### src/sv/thbp_pkg.sv
// Shared types, sizes and history folding for the tagged history branch predictor.
package thbp_pkg;

    localparam int BTB_ENTRIES  = 256;
    localparam int BASE_ENTRIES = 4096;
    localparam int TAG_WIDTH    = 12;
    localparam int TABLE_COUNT  = 5;

    localparam int BTB_IW  = $clog2(BTB_ENTRIES);
    localparam int BASE_IW = $clog2(BASE_ENTRIES);
    localparam int SLOT_W  = 10;
    localparam int STAG_W  = 16;
    localparam int AGE_W   = 18;
    localparam int TBL_MAX = 1024;
    localparam int SWEEP_W = 12;

    localparam int TBL_SIZE [TABLE_COUNT] = '{1024, 1024, 1024, 512, 512};
    localparam int TBL_HIST [TABLE_COUNT] = '{4, 8, 16, 32, 64};
    localparam int TBL_BITS [TABLE_COUNT] = '{10, 10, 10, 9, 9};

    localparam logic [STAG_W-1:0] TAG_RESET = 16'hFFFF;
    localparam logic REQ_PREDICT = 1'b0;
    localparam logic REQ_UPDATE  = 1'b1;

    typedef struct packed {
        logic        req_type;
        logic [31:0] pc;
        logic [31:0] resolved_target;
        logic        taken;
    } t_req;

    typedef struct packed {
        logic [31:0] next_pc;
        logic        dir_taken;
    } t_rsp;

    typedef struct packed {
        logic [STAG_W-1:0] tag;
        logic signed [2:0] ctr;
        logic [1:0]        u;
    } t_tent;

    typedef struct packed {
        logic valid;
        logic is_upd;
    } t_fq_st;

    // xor the low src bits of v together in chunks of dst bits
    function automatic logic [15:0] fold_bits(input logic [63:0] v, input int src,
                                              input int dst);
        logic [15:0] r;
        r = '0;
        for (int c = 0; c < 64; c++) begin
            for (int b = 0; b < 16; b++) begin
                if (b < dst && (c * dst + b) < src) begin
                    r[b] = r[b] ^ v[c * dst + b];
                end
            end
        end
        return r;
    endfunction

endpackage

### src/sv/thbp_outq.sv
// Result queue: two entries between the back end and the receiver.
module thbp_outq (
    input  logic           i_clk,
    input  logic           i_rst_n,
    input  logic           i_push,
    input  thbp_pkg::t_rsp i_data,
    output logic           o_full,
    output logic           o_empty,
    input  logic           i_pop,
    output thbp_pkg::t_rsp o_rsp
);
    import thbp_pkg::*;

    t_rsp       r_mem [2];
    logic       r_wp;
    logic       r_rp;
    logic [1:0] r_cnt;
    logic       w_push;
    logic       w_pop;

    assign o_full  = (r_cnt == 2'd2);
    assign o_empty = (r_cnt == 2'd0);
    assign w_push  = i_push && !o_full;
    assign w_pop   = i_pop && !o_empty;
    assign o_rsp   = r_mem[r_rp];

    always_ff @(posedge i_clk) begin
        if (!i_rst_n) begin
            r_wp  <= 1'b0;
            r_rp  <= 1'b0;
            r_cnt <= 2'd0;
        end else begin
            if (w_push) r_wp <= !r_wp;
            if (w_pop)  r_rp <= !r_rp;
            r_cnt <= r_cnt + 2'(w_push) - 2'(w_pop);
        end
    end

    always_ff @(posedge i_clk) begin
        if (w_push) r_mem[r_wp] <= i_data;
    end

endmodule

### config.mk
export PLATFORM = sky130hd
export DESIGN_NAME = thbp_outq
export DESIGN_NICKNAME = d
export VERILOG_FILES = /design/src/sv/thbp_pkg.sv /design/src/sv/thbp_outq.sv
export SDC_FILE = /design/constraint.sdc
export NUM_CORES = 1
export LEC_CHECK = 0
export ABC_CLOCK_PERIOD_IN_PS = 2180
export BUFFER_PORTS_ARGS = -buffer_cell sky130_fd_sc_hd__buf_2
export CORE_UTILIZATION = 47
export DETAILED_ROUTE_END_ITERATION = 8
export PLACE_DENSITY = 0.85
export SLEW_MARGIN = 20
export SYNTH_ARGS = -nofsm -noshare
export SYNTH_HDL_FRONTEND = slang
export SYNTH_SLANG_ARGS = --single-unit
### constraint.sdc
create_clock -name i_clk -period 2.18 [get_ports i_clk]
set_input_delay 0.218 -clock i_clk [delete_from_list [all_inputs] [get_ports i_clk]]
set_output_delay 0.218 -clock i_clk [all_outputs]
set_load 0.02 [all_outputs]
# Yosys cells after proc, flatten, opt, wreduce, memory -nomap -nowiden
# Memories as Yosys holds them, arrays and structs flattened. A register that Yosys moved wholly into a read port is not among the register bits.
# Index checks and enable logic that the tools add are counted.
[classes]
add_sub_neg = 2
mul = 0
div = 0
n_lt_le_gt_ge = 0
eq_ne = 1
shifts = 0
mux = 4
bitwise = 0
reduce_logical = 7
[ops]
columns = ["operator", "count"]
rows = [
  ["logical NOT 1 bit", 4],
  ["two-way mux 1 bit", 4],
  ["adder 2 x 1 -> 2 bit", 1],
  ["equality test 2 bit, second input constant", 1],
  ["logical AND 1 bit", 2],
  ["logical NOT 2 bit", 1],
  ["subtractor 2 x 1 -> 2 bit", 1],
]
[word_totals]
reg_bits = 4
latchBits = 0
mem_bits_rw = 66
mem_bits_ro = 0
output_inout_bits = 35
word_cells = 18
n_memories = 1
[memory_table]
columns = ["memory", "words", "width", "rd", "rd_ports_with_merged_regs", "write_ports", "line", "source"]
rows = [
  ["r_mem", 2, 33, 1, 1, 1, "thbp_outq.sv:14", "t_rsp r_mem [2];"],
]

# Longest topological paths before layout
[depth]
ltp_word = 5
depth_mapped = 8
depth_no_buf = 8

# Worst setup path before layout
# OpenSTA, ideal clock, no wires.
[synth_timing]
path_type = "reg-to-reg"
from = "register r_cnt[0]"
to = "memory r_mem[0][0] in the netlist's numbering (enable)"
setup_ns = 0.423
t_arrival_ns = 1.986
t_required_ns = 1.757
path_slack_ns = -0.229
stages_incl_launch_ff = 4
period_less_slack_ns = 2.409
path_cell_list = "dfxtp_1 nand2b_1 nand2_1 nor2_1"
[synth_between]
elab_chain_cells = 5
[synth_rtl]
columns = ["item", "line", "source"]
rows = [
  ["start, declared", "thbp_outq.sv:17", "logic [1:0] r_cnt;"],
  ["start signal, assigned", "thbp_outq.sv:35", "r_cnt <= r_cnt + 2'(w_push) - 2'(w_pop);"],
  ["equality test 2 bit", "thbp_outq.sv:21", "assign o_full = (r_cnt == 2'd2);"],
  ["logical NOT 1 bit", "thbp_outq.sv:23", "assign w_push = i_push && !o_full;"],
  ["logical AND 1 bit", "thbp_outq.sv:23", ""],
  ["two-way mux 1 bit", "thbp_outq.sv:40", "if (w_push) r_mem[r_wp] <= i_data;"],
  ["two-way mux 1 bit (not written as such)", "thbp_outq.sv:40", ""],
  ["end, declared", "thbp_outq.sv:14", ""],
]
# Every way passes these cells.

# Worst setup path in the final report
[layout_timing]
from = "register r_cnt[0]"
to = "register r_cnt[1]"
[layout_between]
elab_chain_cells = 5
[layout_rtl]
columns = ["item", "line"]
rows = [
  ["equality test 2 bit", "thbp_outq.sv:21"],
  ["logical NOT 1 bit", "thbp_outq.sv:23"],
  ["logical AND 1 bit", "thbp_outq.sv:23"],
  ["adder 2 x 1 -> 2 bit", "thbp_outq.sv:35"],
  ["subtractor 2 x 1 -> 2 bit *", "thbp_outq.sv:35"],
]
# Every way passes the cells marked *; elsewhere a longest branch is shown, timed or not.
# A chain may end at the register's enable or synchronous reset.

==> results.py <==
metrics = {
    "synth": {
        "yosysUniqueCellTypes": 18,
        "yosysSeqAreaShare_pct": 75.12,
        "synth_area_leaders": "edfxtp_1 (72%), mux2_4 (16%), dfxtp_1 (3.6%)",
        "yosysTopAreaCellShare_pct": 71.51,
        "yosysTopAreaCell": "edfxtp_1",
        "syn_inst": 130,
        "ys.warnings.count": 0,
        "syn_nets": 169,
        "synth.avg_cell_area_um2": 21.32,
        "synth_area_um2": 2771,
        "synth_seq_cells": 71,
    },
    "global_routing": {
        "grt_pass1_vias": 1413,
        "grt-ovfl-total": 0,
        "antenna_found_initial": 0,
        "track_usage_pct": 14.94,
        "grt_pass1_wl_um": 6555,
        "grt_start_max_net_pins": 24,
    },
    "floorplanning": {
        "fp.dieH_um": 78.79,
        "die_w_um": 78.79,
        "rows": 27,
        "core-area_um2": 5608,
        "initial_core_util_pct": 49.42,
        "io-pin-count": 72,
        "dieArea_um2": 6208,
    },
    "place": {
        "dpl.hpwl_um": 2961,
        "place_congestion": 0.7276,
        "pre_cts_ws_ps": 465.2,
        "io_buffers": 71,
        "place_inst": 274,
        "place_area_um2": 3204,
    },
    "sta": {
        "fin_crit_sh_pct": 79.05,
        "hold_violations": 0,
        "tightest_slew_ps": 380.3,
        "setup_viol": 0,
        "rsz0062_at_grt": "false",
        "layout_setup_ws_ps": 456.7,
        "tns_ps": 0,
        "slew_headroom_pct": 74.58,
        "period_minus_slack_ps": 1723,
        "skew_ps": 4.981,
        "fmaxAchievable_mhz": 580.3,
        "slew_viol_final": 0,
    },
    "routing": {
        "first_pass_iters": 4,
        "drc": 0,
        "wl_um": 4202,
        "antenna_left": 0,
        "via_per_inst": 4.786,
        "wl_per_cell_um": 14.49,
        "vias": 1388,
        "drtIter0Drc": 94,
    },
    "clock_tree": {
        "hold_buffers": 0,
        "clk_pin_slew_worst_paths_ps": 70,
        "numClockSinks": 71,
        "ctsResizeCount": 0,
        "clockBufferDepth": 2,
        "insertion_delay_ps": 330,
        "cts_setup_buffers": 0,
        "htree_levels": 3,
        "cts_root_buf": "clkbuf_8",
        "cts_tree": "done",
        "cts_buffers": 9,
    },
    "setup_path": {
        "endpoint_kind": "flop",
        "cp.required_ps": 2430,
        "arrival_ps": 1980,
        "crit_type": "reg2reg",
        "start_kind": "flop",
        "ff2ff_setup_slack_ps": 460,
        "path_max_fanout": 4,
    },
    "power": {
        "p_seq_share_pct": 44.9,
        "max-vdd-ir-drop_uv": 485.1,
        "p_int_mw": 2.839,
        "p_clk_share_pct": 21.0,
        "powerDensity_nw_per_um2": 1216,
        "power_mw": 4.092,
        "leakagePower_nw": 1.362,
        "switchingPower_mw": 1.253,
        "netSwitchingFraction_pct": 30.62,
        "p_comb_share_pct": 34.1,
    },
    "finish": {
        "nets": 252,
        "drive_gt1_share_pct": 55.96,
        "area_growth_pct": 21.44,
        "instances_no_fill": 290,
        "finish.instance_area_um2": 3366,
        "antenna_cells": 0,
    },
    "hold_path": {
        "hold_class": "in2reg",
    },
    "status": {
        "status": "finished clean",
    },
    "flow_run": {
        "maxCapViolations": 0,
    },
}
==> power by group through the flow <==
| stage | sequential [mW] | combinational [mW] | clock (mW) |
|---|---|---|---|
| after detailed placement | 1.87 | 1.41 | 0 |
| after global placement | 1.85 | 1.39 | 0 |
| final | 1.84 | 1.39 | 0.860 |
| after floorplan | 1.84 | 1.11 | 0 |
| after CTS | 1.84 | 1.42 | 0.891 |
| after global routing | 1.86 | 1.49 | 0.941 |
==> sequential cells by signal (all words and copies together), names as in the netlist, named ones only <==
name and flops:
r_mem 66, r_rp 1, r_wp 1, r_cnt 2
==> final timing paths <==
| kind | depth (start not counted) | end | start |
|---|---|---|---|
| setup / recovery | 8 | r_cnt[1]$_SDFF_PN0_ | r_cnt[0]$_SDFF_PN0_ |
| hold / removal | 1 | r_mem[1][7]$_DFFE_PP_ | i_data[7] |
| setup reg to reg | 8 | r_cnt[1]$_SDFF_PN0_ | r_cnt[0]$_SDFF_PN0_ |
| hold reg to reg | 2 | flop | r_rp$_SDFFE_PN0P_ |
==> Yosys cell counts <==
cell and n:
buf_6 1, buf_12 3, xnor2_1 1, edfxtp_1 66, xor2_1 1, and2_1 2, mux2_2 3, o21a_1 1
mux2i_1 1, mux2_4 30, nand2_1 2, dfxtp_1 5, nor2_1 5, and3_1 1, nor3_1 1, inv_1 3
nand2b_1 2, ha_1 2
==> critical path, stage by stage (launching register included) <==
cell and delay (ps):
dfxtp_1 380, nand2b_1 150, nand2_1 140, ha_1 310
inv_1 40, ha_1 180, xor2_1 150, and2_1 160
nor3_1 120
==> routing by layer <==
layer / track usage (%) / share of wire (%)
met5: 0 / 0
met4: 11.11 / 2.6
met2: 24.52 / 52
met3: 3.218 / 5.0
met1: 17.19 / 40
==> per-stage QoR <==
stage	util [%]	hold slack [ps]
2_1_floorplan	-	316.9
3_3_place_gp	57.14	405.8
3_5_place_dp	57.14	411.0
4_1_cts	60.02	55.02
5_1_grt	60.02	54.28
6_report	60.02	72.00
==> area by class of cell <==
| type | instances | area (um^2) |
|---|---|---|
| Inverter | 3 | 11.26 |
| Clock buffer | 15 | 156.4 |
| Tap cell | 72 | 90.09 |
| Clock inverter | 1 | 5.005 |
| Sequential cell | 71 | 2083 |
| Fill cell | 442 | 2242 |
| Timing Repair Buffer | 76 | 405.4 |
| Multi-Input combinational cell | 52 | 614.3 |
==> cell families (layout without fill, tap and decap cells) <==
logic type,Yosys count,count (layout),synth area share [%]
flip-flops,71,71,75.12
multiplexers,34,34,17.83
AND/OR/NAND/NOR,13,13,2.257
buffers and inverters,7,95,2.980
adder cells (fa/ha/maj),2,2,0.9028
XOR/XNOR,2,2,0.6322
AO/OA/AOI/OAI,1,1,0.2710
==> layout by cell type (no fill, tap or decap) <==
cell type / count
buf_12: 1
clkbuf_1: 5
xor2_1: 1
xnor2_1: 1
edfxtp_1: 66
and3_1: 1
clkinv_2: 1
mux2i_1: 1
buf_2: 71
o21a_1: 1
nor2_1: 4
buf_4: 4
dfxtp_2: 1
and2_1: 2
dfxtp_1: 4
inv_1: 3
ha_1: 2
mux2_4: 30
nor3_1: 1
nor2_4: 1
nand2_1: 2
clkbuf_8: 10
mux2_2: 3
nand2b_1: 2
No activity file was read; power rests on OpenSTA's default activity.
