--- config.mk ---
export PLATFORM = sky130hd
export DESIGN_NAME = thbp_front
export DESIGN_NICKNAME = d
export VERILOG_FILES = /design/src/sv/thbp_pkg.sv /design/src/sv/thbp_front.sv
export SDC_FILE = /design/constraint.sdc
export NUM_CORES = 1
export LEC_CHECK = 0
export ABC_AREA = 1
export BUFFER_PORTS_ARGS = -buffer_cell sky130_fd_sc_hd__buf_4
export CELL_PAD_IN_SITES_DETAIL_PLACEMENT = 0
export CELL_PAD_IN_SITES_GLOBAL_PLACEMENT = 1
export CORE_ASPECT_RATIO = 0.75
export CORE_MARGIN = 10
export CORE_UTILIZATION = 40
export CTS_CLUSTER_SIZE = 25
export DETAILED_ROUTE_END_ITERATION = 10
export PLACE_DENSITY = 0.83
export SLEW_MARGIN = 20
export SYNTH_ARGS = -nofsm -noshare
export SYNTH_HDL_FRONTEND = slang
export SYNTH_SLANG_ARGS = --single-unit
--- constraint.sdc ---
create_clock -name i_clk -period 10.2 [get_ports i_clk]
set_clock_uncertainty 0.05 [all_clocks]
set_input_delay 0.51 -clock i_clk [delete_from_list [all_inputs] [get_ports i_clk]]
set_output_delay 0.51 -clock i_clk [all_outputs]
set_load 0.03 [all_outputs]
--- src/sv/thbp_pkg.sv ---
// Shared types, sizes and history folding for the tagged history branch predictor.
package thbp_pkg;

    localparam int BTB_ENTRIES  = 256;
    localparam int BASE_ENTRIES = 4096;
    localparam int TAG_WIDTH    = 12;
    localparam int TABLE_COUNT  = 5;

    localparam int BTB_IW  = $clog2(BTB_ENTRIES);
    localparam int BASE_IW = $clog2(BASE_ENTRIES);
    localparam int SLOT_W  = 10;
    localparam int STAG_W  = 16;
    localparam int AGE_W   = 18;
    localparam int TBL_MAX = 1024;
    localparam int SWEEP_W = 12;

    localparam int TBL_SIZE [TABLE_COUNT] = '{1024, 1024, 1024, 512, 512};
    localparam int TBL_HIST [TABLE_COUNT] = '{4, 8, 16, 32, 64};
    localparam int TBL_BITS [TABLE_COUNT] = '{10, 10, 10, 9, 9};

    localparam logic [STAG_W-1:0] TAG_RESET = 16'hFFFF;
    localparam logic REQ_PREDICT = 1'b0;
    localparam logic REQ_UPDATE  = 1'b1;

    typedef struct packed {
        logic        req_type;
        logic [31:0] pc;
        logic [31:0] resolved_target;
        logic        taken;
    } t_req;

    typedef struct packed {
        logic [31:0] next_pc;
        logic        dir_taken;
    } t_rsp;

    typedef struct packed {
        logic [STAG_W-1:0] tag;
        logic signed [2:0] ctr;
        logic [1:0]        u;
    } t_tent;

    typedef struct packed {
        logic valid;
        logic is_upd;
    } t_fq_st;

    // xor the low src bits of v together in chunks of dst bits
    function automatic logic [15:0] fold_bits(input logic [63:0] v, input int src,
                                              input int dst);
        logic [15:0] r;
        r = '0;
        for (int c = 0; c < 64; c++) begin
            for (int b = 0; b < 16; b++) begin
                if (b < dst && (c * dst + b) < src) begin
                    r[b] = r[b] ^ v[c * dst + b];
                end
            end
        end
        return r;
    endfunction

endpackage

--- src/sv/thbp_front.sv ---
// Front end: two-entry request queue that accepts and classifies requests.
module thbp_front (
    input  logic           i_clk,
    input  logic           i_rst_n,
    input  logic           i_push,
    output logic           o_full,
    input  thbp_pkg::t_req i_req,
    output thbp_pkg::t_fq_st o_fq,
    output thbp_pkg::t_req o_fq_item,
    input  logic           i_fq_pop
);
    import thbp_pkg::*;

    t_req       r_mem [2];
    logic       r_wp;
    logic       r_rp;
    logic [1:0] r_cnt;
    logic       w_push;
    logic       w_pop;

    assign o_full = (r_cnt == 2'd2);
    assign w_push = i_push && !o_full;
    assign w_pop  = i_fq_pop && (r_cnt != 2'd0);

    assign o_fq.valid  = (r_cnt != 2'd0);
    assign o_fq.is_upd = (r_mem[r_rp].req_type == REQ_UPDATE);
    assign o_fq_item   = r_mem[r_rp];

    always_ff @(posedge i_clk) begin
        if (!i_rst_n) begin
            r_wp  <= 1'b0;
            r_rp  <= 1'b0;
            r_cnt <= 2'd0;
        end else begin
            if (w_push) r_wp <= !r_wp;
            if (w_pop)  r_rp <= !r_rp;
            r_cnt <= r_cnt + 2'(w_push) - 2'(w_pop);
        end
    end

    always_ff @(posedge i_clk) begin
        if (w_push) r_mem[r_wp] <= i_req;
    end

endmodule

[Yosys cells after proc, flatten, opt, wreduce, memory -nomap -nowiden]
Memories as Yosys holds them, arrays and structs flattened. A register that Yosys moved wholly into a read port is not among the register bits.
Index checks and enable logic that the tools add are counted.
Cells by class
  bitwise operators: 0
  shift-type cells: 0
  mux-type cells: 4
  add/sub/neg operators: 2
  reductions and logical operators: 6
  equality and inequality tests: 1
  multipliers: 0
  $lt $le $gt $ge: 0
  div/mod/pow operators: 0
Operators with widths (count)
  2-to-1 mux 1 bit: 4
  logical NOT 1 bit: 3
  adder 2 x 1 -> 2 bit: 1
  equality test 2 bit (second input constant): 1
  logical AND 1 bit: 2
  nonzero test 2 bit: 1
  subtractor 2 x 1 -> 2 bit: 1
Storage, ports and cells
  bits in latches: 0
  word-level logic and storage cells: 17
  output and inout bits: 69
  memories: 1
  memory bits (read-only): 0
  bits in registers: 4
  RAM bits: 132
  bits of input ports: 70
Memories
  r_mem: words 2, width 66, rd ports 1, clocked after memory_dff 1, wr ports 1, RTL line thbp_front.sv:14  | t_req r_mem [2];

[Depth between registers and ports, before layout]
Gate-level depths: netlist (run 1).
  depth in word-level cells: 5
  gate-level depth with buffers: 11
  gate-level depth less buffers: 11

[Worst setup path before layout (run 1)]
No wires, ideal clock.
  kind: input to register
  start: input i_push
  end: memory r_mem[0][0] (netlist bit) (enable)
  cell stages on the path: 2
  data required time: 9.660 ns
  setup time: 0.490 ns
  arrival: 3.336 ns
  buffers on the path: 0
  setup slack: 6.324 ns
  cell sequence: nand2_1 nor2_1
Between the ends
  cells in the longest elaborated chain, start to end: 3
RTL lines
  from (decl): RTL line thbp_front.sv:5  | input logic i_push,
  logical AND 1 bit: RTL line thbp_front.sv:22  | assign w_push = i_push && !o_full;
  2-to-1 mux 1 bit: RTL line thbp_front.sv:42  | if (w_push) r_mem[r_wp] <= i_req;
  2-to-1 mux 1 bit (not written as such): RTL line thbp_front.sv:42
  to (decl): RTL line thbp_front.sv:14
Every way passes these cells.

==> flow_summary.yaml, run 1 <==
cts:
  h-tree-depth: 4
  root_buffer: "clkbuf_16"
  clockBufferDepth: 2
  cts_setup_buffers: 0
  hold_buffers: 0
  clk_latency_ns: 0.40
  numClockSinks: 137
  ctsResizeCount: 0
  cts_made_buffers: 17
  cts_tree: "done"
  clk_pin_slew_ns: 0.06
synthesis:
  netlist_instances: 243
  ys_warn_count: 0
  syn_area_mm2: 0.00517
  ys_types: 13
  synthTopCellsByArea: "edfxtp_1, mux2_4, mux2_2, dfxtp_1, buf_6"
  synth-seq-cells: 137
  synth_top_area_cell: "edfxtp_1"
  avgSynthCellArea_um2: 21.3
  synth.top_cell.area_share_pct: 76.6
  yosysSeqAreaShare_pct: 78.5
  syn_nets: 315
cells_and_area:
  ff_latch_area_mm2: 0.00407
  syn_to_final_growth_pct: 34.8
  fin_area_mm2: 0.00698
  finalNetCount: 467
  multi_input_area_mm2: 0.00101
  diodes: 0
  final_layout_size_suffix_gt1_share_pct: 59.2
  utilization_pct: 55.9
  n_fill_cell: 981
outcome:
  status: "completed"
routing:
  drcViolationCount: 0
  ant_nets: 0
  routed_wl_mm: 10.4
  drt_iter0_markers: 93
  viasPerCell: 4.61
  dr.pass1.iters: 4
  wl_met3_mm: 1.12
  wl_met1_mm: 4.38
  topRoutingLayerUsed: "met4"
  vias: 2641
  avgRoutedWirePerCell_um: 18.2
  dr_wl_met2_mm: 4.79
global_route:
  grt_pass1_vias: 2899
  antenna_found_initial: 0
  gr-total-overflow: 0
  gr-usage-all-layers_pct: 11.4
  grt_start_max_net_pins: 39
  grt_pass1_wl_mm: 15.7
power:
  worst_ir_drop_vdd_mv: 0.135
  p_sw_w: 0.000588
  combPwrFrac_pct: 29.1
  power_w: 0.00192
  powerDensity_mw_per_mm2: 276
  p_leak_nw: 2.73
  power_switching_share_pct: 30.5
  internal_power_w: 0.00134
  seq_power_share_pct: 39.0
  clockPowerShare_pct: 32.0
place:
  place_ws_ns: 7.69
  io_buffers: 138
  place_congestion: 0.709
  dpl_cell_area_mm2: 0.00638
timing:
  rsz0062_at_grt: "no"
  setup_ws_ns: 7.35
  slew_headroom_pct: 36.2
  max_slew.worst_pin.slew_ns: 0.954
  setup_viol_count_final: 0
  finalSetupTns_ns: 0
  fmax_mhz: 351
  hold_violations: 0
  min_period_over_period_pct: 27.9
  period_needed_ns: 2.85
  drv_slew: 0
critical_path:
  slowest_stage: "dfxtp_4"
  crit_family: "buffers and inverters"
  endpoint_kind: "primary output"
  cp_slowest_stage_delay_ns: 0.64
  crit_path_cell_trace: "buf_4 > mux2_2 > buf_4"
  ff2ff_setup_slack_ns: 7.79
  cp_common_cell: "buf_4"
  r2r_cells: 5
  arrival_ns: 2.29
  path_max_fanout: 38
  cp-start-kind: "register"
  crit_cells: 3
  timing.rr.end: "r_mem[0][11]"
  cp.required_ns: 9.64
  timing.rr.start: "r_cnt[0]"
  crit_end: "o_fq[0]"
  path_buf_inv: 2
  crit_type: "reg -> out"
floorplanning:
  die_w_um: 151
  initial_core_util_pct: 41.5
  num_io_pins: 139
  die_h_um: 119
  dieArea_mm2: 0.0179
  coreArea_mm2: 0.0125
  rows: 35
job:
  maxCapViolCount: 0
min_path:
  min_from: "i_req[56]"
  hp-class: "in -> reg"
==> cells in the final DEF (no fill, tap or decap), types with 2 or more instances in the layout <==
cell type,n
nand3_1,3
nor2_1,7
mux2_2,26
clkinvlp_4,2
dfxtp_1,4
clkinv_4,3
clkinv_2,3
buf_4,141
edfxtp_1,132
inv_6,3
clkbuf_16,17
bufinv_16,3
ha_1,2
a21oi_1,2
nand2_1,9
mux2_4,40
inv_1,7
==> through the flow <==
stage	instances	hold slack, ns
CTS	573	0.219
detailed placement	542	0.431
global placement	542	0.434
global route	573	0.214
floorplan	243	0.417
finish	573	0.236
==> cells in the mapped netlist (all sizes together) <==
cell and number:
edfxtp 132, nand3 3, buf 8, mux2 66
ha 2, inv 8, dfxtp 5, nand2 9
a21oi 2, nor2 8
==> how the worst min path moves through the flow <==
| stage | slack [ns] | cells after the start | to |
|---|---|---|---|
| after floorplan | 0.42 | 2 | register |
| after global placement | 0.43 | 2 | r_rp |
| after detailed placement | 0.43 | 2 | register |
| after CTS | 0.22 | 1 | r_mem[0][56] |
| after global routing | 0.21 | 1 | r_mem[1][61] |
| final | 0.24 | 1 | r_mem[0][56] |
==> worst reg2reg max path: stages, from the launching register on <==
cell and delay, ns:
dfxtp_1 0.35, inv_1 0.06, nand2_1 0.13, nand2_1 0.13, nor2_4 0.74, buf_4 0.57
==> sequential cells by signal, summed over array words and instances, names as in the netlist, named ones only <==
register and count:
r_rp 1, r_cnt 2, r_mem 132, r_wp 1
==> cell families after synthesis <==
group	count (synthesis)	share of synthesized area, %
flops	137	78.5
mux	66	17.3
compound gates	2	0.193
buf+inv	16	2.01
simple gates	20	1.52
fa+ha+maj	2	0.483
==> power groups by stage <==
| stage | clock network, W | registers, W | logic, W |
|---|---|---|---|
| after global routing | 0.000655 | 0.000760 | 0.000596 |
| after detailed placement | 0 | 0.000763 | 0.000569 |
| after CTS | 0.000627 | 0.000752 | 0.000570 |
| after global placement | 0 | 0.000759 | 0.000564 |
| final | 0.000615 | 0.000750 | 0.000559 |
| after floorplan | 0 | 0.000745 | 0.000398 |
==> final cells by class <==
class	count	share of cell area, %
flip-flops and latches	137	58.3
repair buffers	141	15.2
multi-input cells	90	14.5
clock buffers	17	6.10
well taps	166	2.98
clock inverters	14	2.47
inverters	8	0.430
==> metal layers <==
metal | vias up | track usage (%)
li1 | 1240 | -
met1 | 1284 | 13.6
met2 | 105 | 17.5
met3 | 12 | 5.57
met4 | 0 | 4.32
met5 | - | 0
No activity file was read; power rests on OpenSTA's default activity.
==> inputs of run 2 (changes only) <==
--- a/config.mk
+++ b/config.mk
@@ -14,7 +14,7 @@
 export CORE_UTILIZATION = 40
 export CTS_CLUSTER_SIZE = 25
 export DETAILED_ROUTE_END_ITERATION = 10
-export PLACE_DENSITY = 0.83
+export PLACE_DENSITY = 0.86
 export SLEW_MARGIN = 20
 export SYNTH_ARGS = -nofsm -noshare
 export SYNTH_HDL_FRONTEND = slang
==> constraint.sdc (replaced) <==
create_clock -name i_clk -period 2.32 [get_ports i_clk]
set_clock_uncertainty 0.05 [all_clocks]
set_input_delay 0.116 -clock i_clk [delete_from_list [all_inputs] [get_ports i_clk]]
set_output_delay 0.116 -clock i_clk [all_outputs]
set_load 0.03 [all_outputs]
==> flow_summary.yaml, run 2 (synthesis results as in run 1) <==
timing:
  drv_slew: 0
  min_period_over_period_pct: 87.9
  hold_violations: 0
  finalSetupTns_ns: 0
  max_slew.worst_pin.slew_ns: 0.362
  period_needed_ns: 2.04
  fmax_mhz: 490
  rsz0062_at_grt: "no"
  slew_headroom_pct: 75.9
  setup_viol_count_final: 0
cells_and_area:
  largest_reg_flops: 132
  final_cell_mix: "buf_4, edfxtp_1, dlygate4sd3_1, mux2_4, mux2_2"
  diodes: 0
  largestRegisters: "r_mem (132), r_cnt (2)"
  final_layout_size_suffix_gt1_share_pct: 50.3
  syn_to_final_growth_pct: 49.6
  final_common_cell: "buf_4"
  finalNetCount: 539
  fin_area_mm2: 0.00774
  top_register: "r_mem"
outcome:
  status: "completed"
min_path:
  hp-class: "in -> reg"
cts:
  clockBufferDepth: 2
  numClockSinks: 137
  clk_latency_ns: 0.40
  root_buffer: "clkbuf_16"
  ctsResizeCount: 0
  cts_tree: "done"
  clk_pin_slew_ns: 0.06
  h-tree-depth: 4
  cts_made_buffers: 17
power:
  worst_ir_drop_vdd_mv: 0.782
  power_w: 0.00866
  powerDensity_mw_per_mm2: 1120
  p_leak_nw: 3.04
routing:
  viasPerCell: 4.51
  dr.pass1.iters: 5
  avgRoutedWirePerCell_um: 17.4
  drcViolationCount: 0
  drt_iter0_markers: 109
  ant_nets: 0
  routed_wl_mm: 11.2
  vias: 2912
floorplanning:
  initial_core_util_pct: 41.5
  rows: 35
  die_w_um: 151
  dieArea_mm2: 0.0179
  coreArea_mm2: 0.0125
  die_h_um: 119
  num_io_pins: 139
place:
  dpl_cell_area_mm2: 0.00644
  place_hpwl_mm: 7.40
  place_congestion: 0.698
  io_buffers: 138
global_route:
  gr-total-overflow: 0
  grt_pass1_vias: 3187
  grt_start_max_net_pins: 52
  grt_pass1_wl_mm: 17.5
  antenna_found_initial: 0
  gr-usage-all-layers_pct: 12.5
job:
  maxCapViolCount: 0
critical_path:
  endpoint_kind: "primary output"
  crit_type: "reg -> out"
  cp-start-kind: "register"
  arrival_ns: 1.87
  path_max_fanout: 23
  cp.required_ns: 2.15
[run 2: cell count changes in the layout (fill, tap and decap cells not counted)]
cell,delta
clkinv_4,-1
inv_2,-1
clkinvlp_4,+2
clkinv_1,+3
inv_6,-3
buf_12,+3
bufinv_16,+1
dlygate4sd3_1,+69
clkinv_2,-1
[run 2: per-layer routing]
metal | global-route usage (%) | vias to the layer above | wire (um)
met2 | 20.1 | 114 | 5670
met3 | 6.02 | 7 | 1040
li1 | - | 1383 | -
met1 | 14.5 | 1408 | 4420
met4 | 3.84 | 0 | 71
met5 | 0 | - | 0
[run 2: timing repair]
action                     in CTS  in global routing
buffers inserted                0                  0
setup endpoints to repair       0                  0
hold endpoints to repair      137                  0
hold buffers                   69                  0
[run 2: layout make-up]
type,instances,area [um^2]
clock buffer,17,425
clock inverter,14,181
fill,877,4740
inverter,8,33.8
multi-input combinational,90,1010
sequential,137,4070
tap,166,208
timing repair buffer,213,1810
[run 2: critical path: stages, from the launching register on]
cell	delay, ns
dfxtp_4	0.57
buf_4	0.34
mux2_2	0.38
buf_4	0.17
[run 2: final timing paths]
kind | from | endpoint | slack [ns] | cells past startpoint
worst min register to register | r_rp | register | 0.47 | 2
worst min-delay path | i_req[63] | r_mem[0][63] | 0.39 | 2
worst max-delay path | register | o_fq_item[65] | 0.28 | 3
worst max register to register | r_cnt[0] | r_cnt[1] | 0.72 | 10
[run 2: stage by stage]
step           utilization [%]  std cells  hold slack [ns]  worst slack (ns)
2_1_floorplan                -        243            0.159             0.289
3_3_place_gp              51.6        545            0.251             0.684
3_5_place_dp              51.6        545            0.254             0.672
4_1_cts                   62.0        645            0.364             0.231
5_1_grt                   62.0        645            0.372             0.163
6_report                  62.0        645            0.387             0.280
[run 2: power by group]
group          switching [W]  internal [W]  leakage [nW]
clock               0.000962       0.00178         0.287
combinational        0.00147       0.00117          1.48
sequential          0.000147       0.00313          1.27
